## src/hdl/urlpd_pkg.sv

```systemverilog
// Shared constants, job type and hex helpers for the URL percent decoder.
package urlpd_pkg;

  localparam logic [7:0] CharPlus   = 8'h2B;
  localparam logic [7:0] CharPct    = 8'h25;
  localparam logic [7:0] CharSpace  = 8'h20;
  localparam logic [7:0] CharZero   = 8'h30;
  localparam logic [7:0] CharNine   = 8'h39;
  localparam logic [7:0] CharLowA   = 8'h61;
  localparam logic [7:0] CharLowF   = 8'h66;
  localparam logic [7:0] CharUpA    = 8'h41;
  localparam logic [7:0] CharUpF    = 8'h46;
  localparam logic [7:0] Ten        = 8'd10;

  // Escape state codes.
  localparam logic [1:0] ModePlain  = 2'd0;
  localparam logic [1:0] ModePct    = 2'd1;
  localparam logic [1:0] ModeDigit  = 2'd2;

  // Job queue between front and back.
  localparam int QDepth = 2;
  localparam int QAw    = $clog2(QDepth);
  localparam int QCw    = QAw + 1;

  localparam int JobBytes = 3;
  localparam int JobIdxW  = $clog2(JobBytes);

  // One accepted beat turned into up to three output bytes.
  typedef struct packed {
    logic [JobIdxW-1:0]       cnt;
    logic                     last;
    logic [JobBytes-1:0][7:0] bytes;
  } job_t;

  function automatic logic is_hex(input logic [7:0] c);
    is_hex = (c >= CharZero && c <= CharNine) ||
             (c >= CharLowA && c <= CharLowF) ||
             (c >= CharUpA  && c <= CharUpF);
  endfunction

  function automatic logic [3:0] hex_value(input logic [7:0] c);
    logic [7:0] t;
    t = 8'd0;
    if (c >= CharZero && c <= CharNine) begin
      t = c - CharZero;
    end else if (c >= CharLowA && c <= CharLowF) begin
      t = c - CharLowA + Ten;
    end else if (c >= CharUpA && c <= CharUpF) begin
      t = c - CharUpA + Ten;
    end
    hex_value = t[3:0];
  endfunction

endpackage

```

## src/hdl/urlpd_front.sv

```systemverilog
// Front end: tracks the escape state and turns each input beat into a byte job.
module urlpd_front (
  input  logic                clk_i,
  input  logic                rst_ni,
  input  logic                accept_i,
  input  logic [7:0]          in_byte_i,
  input  logic                is_last_i,
  output logic                push_o,
  output urlpd_pkg::job_t     job_o
);

  logic [1:0] mode_q, mode_d;
  logic [7:0] held_q, held_d;
  logic [urlpd_pkg::JobIdxW-1:0] n;
  logic       do_plain;
  urlpd_pkg::job_t job;

  always_comb begin
    mode_d   = mode_q;
    held_d   = held_q;
    job      = '0;
    n        = '0;
    do_plain = 1'b0;

    case (mode_q)
      urlpd_pkg::ModePct: begin
        if (urlpd_pkg::is_hex(in_byte_i)) begin
          held_d = in_byte_i;
          mode_d = urlpd_pkg::ModeDigit;
        end else begin
          mode_d = urlpd_pkg::ModePlain;
          job.bytes[n] = urlpd_pkg::CharPct;
          n = n + 1'b1;
          do_plain = 1'b1;
        end
      end
      urlpd_pkg::ModeDigit: begin
        mode_d = urlpd_pkg::ModePlain;
        held_d = 8'd0;
        if (urlpd_pkg::is_hex(in_byte_i)) begin
          job.bytes[n] = {urlpd_pkg::hex_value(held_q), urlpd_pkg::hex_value(in_byte_i)};
          n = n + 1'b1;
        end else begin
          job.bytes[n] = urlpd_pkg::CharPct;
          n = n + 1'b1;
          job.bytes[n] = held_q;
          n = n + 1'b1;
          do_plain = 1'b1;
        end
      end
      default: begin
        mode_d   = urlpd_pkg::ModePlain;
        do_plain = 1'b1;
      end
    endcase

    if (do_plain) begin
      if (in_byte_i == urlpd_pkg::CharPlus) begin
        job.bytes[n] = urlpd_pkg::CharSpace;
        n = n + 1'b1;
      end else if (in_byte_i == urlpd_pkg::CharPct) begin
        mode_d = urlpd_pkg::ModePct;
      end else begin
        job.bytes[n] = in_byte_i;
        n = n + 1'b1;
      end
    end

    // Flush a cut escape at end of string.
    if (is_last_i) begin
      if (mode_d == urlpd_pkg::ModePct) begin
        job.bytes[n] = urlpd_pkg::CharPct;
        n = n + 1'b1;
      end else if (mode_d == urlpd_pkg::ModeDigit) begin
        job.bytes[n] = urlpd_pkg::CharPct;
        n = n + 1'b1;
        job.bytes[n] = held_d;
        n = n + 1'b1;
      end
      mode_d = urlpd_pkg::ModePlain;
      held_d = 8'd0;
    end

    job.cnt  = n;
    job.last = is_last_i;
  end

  always_ff @(posedge clk_i or negedge rst_ni) begin
    if (!rst_ni) begin
      mode_q <= urlpd_pkg::ModePlain;
      held_q <= 8'd0;
    end else if (accept_i) begin
      mode_q <= mode_d;
      held_q <= held_d;
    end
  end

  assign push_o = accept_i && (n != '0);
  assign job_o  = job;

endmodule

```

## src/hdl/urlpd_queue.sv

```systemverilog
// Short job queue between the front end and the output sequencer.
module urlpd_queue (
  input  logic            clk_i,
  input  logic            rst_ni,
  input  logic            push_i,
  input  urlpd_pkg::job_t job_i,
  input  logic            pop_i,
  output logic            full_o,
  output logic            head_valid_o,
  output urlpd_pkg::job_t head_o
);

  urlpd_pkg::job_t mem_q [urlpd_pkg::QDepth];
  logic [urlpd_pkg::QAw-1:0] wptr_q, rptr_q;
  logic [urlpd_pkg::QCw-1:0] cnt_q;

  always_ff @(posedge clk_i) begin
    if (push_i) begin
      mem_q[wptr_q] <= job_i;
    end
  end

  always_ff @(posedge clk_i or negedge rst_ni) begin
    if (!rst_ni) begin
      wptr_q <= '0;
      rptr_q <= '0;
      cnt_q  <= '0;
    end else begin
      if (push_i) begin
        wptr_q <= (wptr_q == urlpd_pkg::QAw'(urlpd_pkg::QDepth - 1)) ? '0 : wptr_q + 1'b1;
      end
      if (pop_i) begin
        rptr_q <= (rptr_q == urlpd_pkg::QAw'(urlpd_pkg::QDepth - 1)) ? '0 : rptr_q + 1'b1;
      end
      if (push_i && !pop_i) begin
        cnt_q <= cnt_q + 1'b1;
      end else if (pop_i && !push_i) begin
        cnt_q <= cnt_q - 1'b1;
      end
    end
  end

  assign full_o       = (cnt_q == urlpd_pkg::QCw'(urlpd_pkg::QDepth));
  assign head_valid_o = (cnt_q != '0);
  assign head_o       = mem_q[rptr_q];

endmodule

```

## src/hdl/urlpd_back.sv

```systemverilog
// Back end: walks the bytes of each job into a registered output beat.
module urlpd_back (
  input  logic            clk_i,
  input  logic            rst_ni,
  input  logic            head_valid_i,
  input  urlpd_pkg::job_t head_i,
  output logic            pop_o,
  output logic            out_valid_o,
  input  logic            out_stall_i,
  output logic [7:0]      out_byte_o,
  output logic            out_last_o
);

  logic [urlpd_pkg::JobIdxW-1:0] idx_q;
  logic       out_valid_q;
  logic [7:0] out_byte_q;
  logic       out_last_q;
  logic       load;
  logic       at_end;

  assign load   = !out_valid_q || !out_stall_i;
  assign at_end = (idx_q == head_i.cnt - 1'b1);
  assign pop_o  = load && head_valid_i && at_end;

  always_ff @(posedge clk_i or negedge rst_ni) begin
    if (!rst_ni) begin
      out_valid_q <= 1'b0;
      idx_q       <= '0;
    end else if (load) begin
      out_valid_q <= head_valid_i;
      if (head_valid_i) begin
        idx_q <= at_end ? '0 : idx_q + 1'b1;
      end
    end
  end

  always_ff @(posedge clk_i) begin
    if (load && head_valid_i) begin
      out_byte_q <= head_i.bytes[idx_q];
      out_last_q <= head_i.last && at_end;
    end
  end

  assign out_valid_o = out_valid_q;
  assign out_byte_o  = out_byte_q;
  assign out_last_o  = out_last_q;

endmodule

```

## src/hdl/url_percent_decoder_core.sv

```systemverilog
// Top level of the URL percent decoder: front end, job queue and output sequencer.
//
//   channel | direction | handshake               | payload
//   --------+-----------+-------------------------+---------------------------
//   in      | sink      | in_valid_i / in_stall_o | in_byte_i, is_last_i
//   out     | source    | out_valid_o / out_stall_i | out_byte_o, out_last_o
//
// Each input beat is decoded in the cycle it is accepted into a job of zero to
// three bytes; the output sequencer sends one byte per cycle while the output is
// not stalled, so a beat that yields one byte sustains one beat per cycle.
// The two-entry job queue stalls the input only when full, i.e. while a flush
// of a broken escape or a stalled output holds the sequencer.
// Reset clears the escape state, the queue pointers and the output valid flag at once.
module url_percent_decoder_core (
  input  logic       clk_i,
  input  logic       rst_ni,
  input  logic       in_valid_i,
  output logic       in_stall_o,
  input  logic [7:0] in_byte_i,
  input  logic       is_last_i,
  output logic       out_valid_o,
  input  logic       out_stall_i,
  output logic [7:0] out_byte_o,
  output logic       out_last_o
);

  logic            accept;
  logic            push;
  logic            pop;
  logic            full;
  logic            head_valid;
  urlpd_pkg::job_t job;
  urlpd_pkg::job_t head;

  // Accept whenever the queue has room; the front end never waits otherwise.
  assign accept     = in_valid_i && !full;
  assign in_stall_o = full;

  // Classify the beat and advance the escape state.
  urlpd_front u_front (
    .clk_i     (clk_i),
    .rst_ni    (rst_ni),
    .accept_i  (accept),
    .in_byte_i (in_byte_i),
    .is_last_i (is_last_i),
    .push_o    (push),
    .job_o     (job)
  );

  // Decouple the front end from the output side.
  urlpd_queue u_queue (
    .clk_i        (clk_i),
    .rst_ni       (rst_ni),
    .push_i       (push),
    .job_i        (job),
    .pop_i        (pop),
    .full_o       (full),
    .head_valid_o (head_valid),
    .head_o       (head)
  );

  // Drain each job one byte per beat; drop the job after its final byte.
  urlpd_back u_back (
    .clk_i        (clk_i),
    .rst_ni       (rst_ni),
    .head_valid_i (head_valid),
    .head_i       (head),
    .pop_o        (pop),
    .out_valid_o  (out_valid_o),
    .out_stall_i  (out_stall_i),
    .out_byte_o   (out_byte_o),
    .out_last_o   (out_last_o)
  );

endmodule

```

## config.mk

```make
export PLATFORM = sky130hd
export DESIGN_NAME = url_percent_decoder_core
export DESIGN_NICKNAME = d
export VERILOG_FILES = /design/src/hdl/urlpd_pkg.sv /design/src/hdl/urlpd_front.sv /design/src/hdl/urlpd_queue.sv /design/src/hdl/urlpd_back.sv /design/src/hdl/url_percent_decoder_core.sv
export SDC_FILE = /design/constraint.sdc
export NUM_CORES = 1
export LEC_CHECK = 0
export BUFFER_PORTS_ARGS = -buffer_cell sky130_fd_sc_hd__clkbuf_2
export CORE_MARGIN = 2
export CORE_UTILIZATION = 55
export DETAILED_ROUTE_END_ITERATION = 8
export PLACE_DENSITY = 0.75
export SLEW_MARGIN = 25
export SYNTH_ARGS = -nofsm -noshare
export SYNTH_HDL_FRONTEND = slang
export SYNTH_SLANG_ARGS = --single-unit
export TNS_END_PERCENT = 10
```

## constraint.sdc

```tcl
create_clock -name clk_i -period 9.2 [get_ports clk_i]
set_clock_uncertainty 0.15 [all_clocks]
set_input_delay 0.92 -clock clk_i [delete_from_list [all_inputs] [get_ports clk_i]]
set_output_delay 0.92 -clock clk_i [all_outputs]
set_load 0.05 [all_outputs]
```

==> impl_results.md, run 1 <==
* Slew margin rel. at 0.451
* Post-CTS setup buffers at 0
* ANT nets after route at 0
* Busiest grt layer: met2
* Fmax at 190 MHz
* IO Pins at 24
* TritonCTS Sinks at 80
* Vias in the first global route at 3371
* Layout Cells excl Fill at 550
* CTS buffer count at 9
* Detailed Route Iter0 Violations at roughly 280
* Slowest-stage cell, CP: a21boi_2
* GR Overflow Total at 0
* Post-Syn Area at 0.00462 mm2
* Max clock buf depth at 2
* Yosys cell types at 71
* CP cell instances: clkbuf_2, inv_1, ha_1, o21bai_1, a21o_2, a21boi_2, nand2_2, ha_1, nand2_1, a21o_1, o21ai_0, inv_1, ha_1, inv_1, nand4_1, nand4_1, a31oi_1, o31ai_4, inv_2, ha_1, xor2_1, nor2_1, xor2_1
* Commonest non-fill, non-tap cell in the layout: edfxtp_1
* Share of layout cells above drive strength 1 at 0.173
* Fill count at 672
* Largest net degree at the start of global routing at 28
* Leak Pwr at 2.00 nW
* Fin. Hold Viols at 0
* Met3 GRT Util at 0.0474
* Post-synth ARST share at 0.213
* Post-Place Cells at between 500 and 600
* Global-route wire length before repair at 18900 um
* Routability Congestion at 0.939
* Max-slew violations at 0
* CP required at 9.32 ns
* DRC at 0
* Post-synth EDFFs at 63
* Worst slew pin tran at around 0.8 ns
* Vias after detailed routing at 3512
* Clock Root Buffer: clkbuf_8
* Worst skew pair latency at around 0.34 ns
* Gate Count Post-Synth at 419
* Setup Viol. Count Final at 0
* WL final at 11600 um
* Worst Path Max Fanout at 11
* GR Util met2 at 0.444
* Syn nets at 448
* Initial Util at 0.565
* Wire length per cell at 21.1 um
* Gr usage total at 0.282
* H-tree depth at 3
* Post-DR vias/cell at 6.39
* Commonest cells after routing, fill and taps aside: 63 x edfxtp_1, 37 x nand2_1, 30 x inv_1
* Nets at about 470
* Die H at 95.6 um
* Main synth FF type: edfxtp_1
* P&R area growth vs syn at 9.13%
* I/O Buffers at 23
* Minimum clock period at between 5 and 6 ns
* Synth warnings at 0
* Total Negative Setup Slacks at 0 ns
* Diode count at 0
* Crit. End Element: flop
* Post-synthesis sequential area ratio at 0.502
* Crit Path Category: input pin to flop
* Cell Pwr Density at 241 mW/mm2
* Critical Path Most Common Cell: ha_1
* Initial antenna violation count at 0
* Clock Pin Slew Worst Setup and Hold Paths at 0.09 ns
* CTS Hold Bufs at 0
* RSZ-0062 raised after global routing: false
* Syn avg cell area at 11.0 um2
* Crit path DAT at 5.39 ns
* # rows at 33
* Yosys reg bits at 80
* Worst min path class: flop to flop
* M1 GR Usage at 0.393
* CTS tree: done
* TritonRoute pass-1 iters at 5
* Outcome: completed
* Final worst-path cycle share at 0.573
* Area of the core at around 0.0082 mm2
* Die width at 95.6 um
* Max stage delay on crit path at ~0.64 ns
* Max-Cap Viols at 0
* HPWL after detailed placement at approximately 8500 um
* Crit start category: input pin
* Post-CTS Resized at 0
* Worst vdd ir at 102 uV
* Die ar. at around 0.0091 mm2
[critical path: cells and delay by family]
family | cells | cell delay [ns]
AND/OR/NAND/NOR | 5 | 0.69
adder cells (fa/ha/maj) | 4 | 1.14
AO/OA/AOI/OAI | 7 | 1.74
buffers and inverters | 5 | 0.59
XOR/XNOR | 2 | 0.29
[cell families (layout without fill, tap and decap cells)]
logic type	after synthesis	count (layout)	synth area share
buffers and inverters	52	78	0.0453
DFF	80	80	0.502
and+or+nand+nor	112	112	0.125
AOI/OAI and AO/OA	128	128	0.198
xor gates and xnor gates	10	10	0.0190
adders and majority gates	16	16	0.0434
muxes	21	21	0.0675
[layer usage]
metal	part of all wire	vias to the layer above
met2	0.48	177
li1	-	1638
met4	0.032	0
met3	0.066	24
met5	0	-
met1	0.42	1673
[path summary, 6_finish.rpt]
path / start / endpoint / slack (ns) / depth (start not counted)
setup / recovery: in_byte_i[0] / u_queue.cnt_q[1]$_DFFE_PN0P_ / 3.93 / 23
max in group asynchronous: rst_ni / u_back.idx_q[1]$_DFFE_PN0P_ / 8.25 / 1
setup reg to reg: u_front.mode_q[1]$_DFFE_PN0P_ / u_queue.cnt_q[1]$_DFFE_PN0P_ / 5.12 / 21
min in group asynchronous: rst_ni / u_front.held_q[4]$_DFFE_PN0P_ / 0.35 / 1
hold / removal: u_queue.cnt_q[1]$_DFFE_PN0P_ / u_queue.cnt_q[1]$_DFFE_PN0P_ / 0.34 / 1
hold reg to reg: u_queue.cnt_q[1]$_DFFE_PN0P_ / u_queue.cnt_q[1]$_DFFE_PN0P_ / 0.34 / 1
[cell usage after synthesis, drive strengths merged, types with 2 or more instances]
| cell | count | area share |
|---|---|---|
| inv | 32 | 0.026 |
| a22oi | 15 | 0.024 |
| and3 | 3 | 0.0041 |
| nand2 | 40 | 0.034 |
| nand3 | 13 | 0.014 |
| a21boi | 2 | 0.0041 |
| a22o | 3 | 0.0057 |
| nand4 | 3 | 0.0041 |
| a211oi | 2 | 0.0043 |
| o32ai | 4 | 0.0092 |
| clkbuf | 11 | 0.0089 |
| ha | 16 | 0.043 |
| nor4b | 2 | 0.0065 |
| a221o | 2 | 0.0043 |
| a2bb2oi | 2 | 0.0038 |
| o31a | 2 | 0.0038 |
| nor3 | 4 | 0.0054 |
| a21o | 3 | 0.0051 |
| o21ai | 27 | 0.033 |
| o211ai | 2 | 0.0033 |
| a31oi | 4 | 0.0054 |
| nor2b | 2 | 0.0027 |
| mux2i | 12 | 0.026 |
| dfrtp | 17 | 0.092 |
| o22ai | 22 | 0.030 |
| nand2b | 5 | 0.0068 |
| o31ai | 2 | 0.0062 |
| a211o | 3 | 0.0057 |
| edfxtp | 63 | 0.41 |
| a32oi | 2 | 0.0038 |
| nor2 | 31 | 0.029 |
| buf | 8 | 0.0095 |
| nor3b | 2 | 0.0033 |
| o211a | 2 | 0.0043 |
| xor2 | 4 | 0.0076 |
| xnor2 | 6 | 0.011 |
| a21oi | 18 | 0.020 |
| mux4 | 8 | 0.039 |
| o21bai | 2 | 0.0033 |
[area by class of cell]
cell class	count	area, um2	share of cell area
Multi-Input combinational cell	287	2100	0.416
Inverter	33	124	0.0246
Clock buffer	12	178	0.0353
Clock inverter	4	32.5	0.00646
Timing Repair Buffer	29	160	0.0318
Tap cell	105	131	0.0261
Sequential cell	80	2320	0.460
[state kept, by name, indices dropped and copies added (netlist names)]
register and cells:
u_back.out_byte_o 8, u_back.out_valid_o 1, u_queue.rptr_q 1, u_queue.mem_q 54, u_back.idx_q 2, u_queue.cnt_q 2
u_back.out_last_o 1, u_queue.wptr_q 1, u_front.mode_q 2, u_front.held_q 8
[per-stage QoR]
stage / utilization / area (um2) / worst slack, ns / hold WS [ns] / power (mW)
finish: 0.616 / 5040 / 3.93 / 0.340 / 1.21
global route: 0.616 / 5040 / 3.56 / 0.376 / 1.28
CTS: 0.616 / 5040 / 4.00 / 0.344 / 1.23
detailed placement: 0.591 / 4830 / 3.64 / 0.330 / 0.963
global placement: 0.591 / 4830 / 3.76 / 0.323 / 0.945
floorplan: - / 4620 / 3.87 / 0.306 / 0.861
[power by group]
part	internal (mW)	switching [mW]	leakage (nW)	total, mW
combinational	0.139	0.259	1.08	0.398
clock	0.133	0.128	0.0999	0.261
sequential	0.504	0.0482	0.814	0.553
Power figures use the tool's default switching activity.
==> run 2: changes to the inputs <==
--- a/config.mk
+++ b/config.mk
@@ -9,7 +9,7 @@
 export CORE_MARGIN = 2
 export CORE_UTILIZATION = 55
 export DETAILED_ROUTE_END_ITERATION = 8
-export PLACE_DENSITY = 0.75
+export PLACE_DENSITY = 0.78
 export SLEW_MARGIN = 25
 export SYNTH_ARGS = -nofsm -noshare
 export SYNTH_HDL_FRONTEND = slang
==> constraint.sdc (replaced) <==
create_clock -name clk_i -period 4.8 [get_ports clk_i]
set_clock_uncertainty 0.15 [all_clocks]
set_input_delay 0.48 -clock clk_i [delete_from_list [all_inputs] [get_ports clk_i]]
set_output_delay 0.48 -clock clk_i [all_outputs]
set_load 0.05 [all_outputs]
==> impl_results.md, run 2 (same netlist as run 1, synthesis figures left out) <==
* Diode count at 0
* Max-Cap Viols at 0
* RSZ-0062 raised after global routing: false
* Final setup margin at 0.541 ns
* Final worst-path cycle share at 0.887
* Slew margin rel. at 0.499
* Nets at 474
* Largest register by flop count: u_queue.mem_q
* Critical Path Most Common Cell: ha_1
* Commonest cells after routing, fill and taps aside: 63 x edfxtp_1, 37 x nand2_1, 30 x inv_1
* Worst min path class: input pin to flop
* P&R area growth vs syn at 11.3%
* Cell Pwr Density at 479 mW/mm2
* Worst R2R Setup Slack at ~0.9 ns
* Fmax at 235 MHz
* Multi-input logic area at 0.00210 mm2
* Crit path DAT at 4.39 ns
* Die H at around 96 um
* Largest net degree at the start of global routing at 28
* Clock Pin Slew Worst Setup and Hold Paths at 0.08 ns
* Fin. Hold Viols at 0
* Storage element area at 0.00232 mm2
* Clock Root Buffer: clkbuf_8
* Layout Cells excl Fill at 555
* # rows at 33
* Max-slew violations at 0
* ANT nets after route at 0
* Vias after detailed routing at 3631
* Global-route wire length before repair at 19500 um
* Routability Congestion at between 1 and 1.5
* Detailed Route Iter0 Violations at 462
* CTS buffer count at 9
* I/O Buffers at 23
* Worst skew pair latency at 0.36 ns
* Initial antenna violation count at 0
* Die width at 95.6 um
* Gr usage total at 0.289
* R2R cell count at 18
* Slowest-stage cell, CP: ha_1
* Post-CTS Resized at 0
* Share of layout cells above drive strength 1 at 0.182
* Met3 wire length at 867 um
* DRC at 0
* Outcome: completed
* CP required at 4.93 ns
* Fill count at about 640
* Commonest non-fill, non-tap cell in the layout: edfxtp_1
* WL final at about 12000 um
* Post-CTS setup buffers at 0
* CTS Hold Bufs at 1
* Top Layer Used: met4
* Leak Pwr at 2.04 nW
* Worst hold path depth at 3
* Post-Place Cells at 538
* Worst vdd ir at 244 uV
* Metal-1 WL at 5110 um
* CP cell instances: clkbuf_2, inv_1, ha_1, o21bai_1, a21o_2, o211a_1, a21oi_1, ha_1, nand2_1, a21o_1, o21ai_0, inv_1, ha_1, inv_1, nand4_1, nand4_1, a31oi_1, o31ai_4, inv_2, ha_1, nor2_1, xor2_1
* Vias in the first global route at 3524
* Crit start category: input pin
* Minimum clock period at 4.26 ns
* Post-DR vias/cell at 6.54
* Max clock buf depth at 2
* Worst Path Max Fanout at 9
* Crit Path Category: input pin to flop
* H-tree depth at 3
* Crit. End Element: flop
* Placement Setup Slack at 0.235 ns
* Met2 Wirelength at 5860 um
* Max stage delay on crit path at 0.42 ns
* Die ar. at between 0.009 and 0.01 mm2
* Initial Util at 0.565
* Worst slew pin tran at approximately 0.75 ns
* Wire length per cell at 22.0 um
* Largest register FFs at 54
* Area of the core at roughly 0.0082 mm2
* Setup Viol. Count Final at 0
* TritonCTS Sinks at 80
* TritonRoute pass-1 iters at 6
* CTS tree: done
* HPWL after detailed placement at between 8000 and 9000 um
* GR Overflow Total at 0
* IO Pins at 24
run 2: path summary, 6_finish.rpt:
kind                                               startpoint                        endpoint
worst max-delay path                             in_byte_i[0]    u_queue.cnt_q[1]$_DFFE_PN0P_
worst min-delay path                              out_stall_i  u_back.out_valid_o$_DFFE_PN0P_
worst max register to register  u_front.mode_q[0]$_DFFE_PN0P_    u_queue.cnt_q[1]$_DFFE_PN0P_
worst min register to register   u_queue.cnt_q[1]$_DFFE_PN0P_    u_queue.cnt_q[1]$_DFFE_PN0P_
max in group asynchronous                              rst_ni    u_queue.cnt_q[1]$_DFFE_PN0P_
min in group asynchronous                              rst_ni   u_front.mode_q[1]$_DFFE_PN0P_
run 2: metal layers:
layer,up-vias,global-route usage
li1,1639,-
met5,-,0
met3,32,0.0640
met1,1784,0.391
met2,176,0.459
met4,0,0.110
run 2: final cells by class:
type	instances	area share
Sequential cell	80	0.451
Inverter	33	0.0241
Tap cell	105	0.0256
Clock inverter	6	0.0224
Multi-Input combinational cell	287	0.408
Timing Repair Buffer	34	0.0438
Clock buffer	10	0.0248
run 2: per-stage QoR:
| step | util | hold slack [ns] | total power, mW | cell area, um2 | setup TNS [ns] |
|---|---|---|---|---|---|
| detailed placement | 0.598 | 0.287 | 1.86 | 4890 | 0 |
| global route | 0.629 | 0.224 | 2.58 | 5140 | 0 |
| global placement | 0.597 | 0.287 | 1.82 | 4880 | 0 |
| finish | 0.629 | 0.216 | 2.46 | 5140 | 0 |
| CTS | 0.629 | 0.196 | 2.47 | 5140 | 0 |
| floorplan | - | 0.0344 | 1.65 | 4620 | -5.08 |
run 2: where the power goes:
group | switching, mW | internal, mW
Clock | 0.256 | 0.349
Sequential | 0.0942 | 0.967
Combinational | 0.517 | 0.280
Total | 0.867 | 1.60
run 2: critical path, delay by kind of cell:
kind / cells / cell delay (ns)
adders and majority gates: 4 / 1.24
xor gates and xnor gates: 1 / 0.15
AOI/OAI and AO/OA: 8 / 1.46
and+or+nand+nor: 4 / 0.47
buffers and inverters: 5 / 0.59
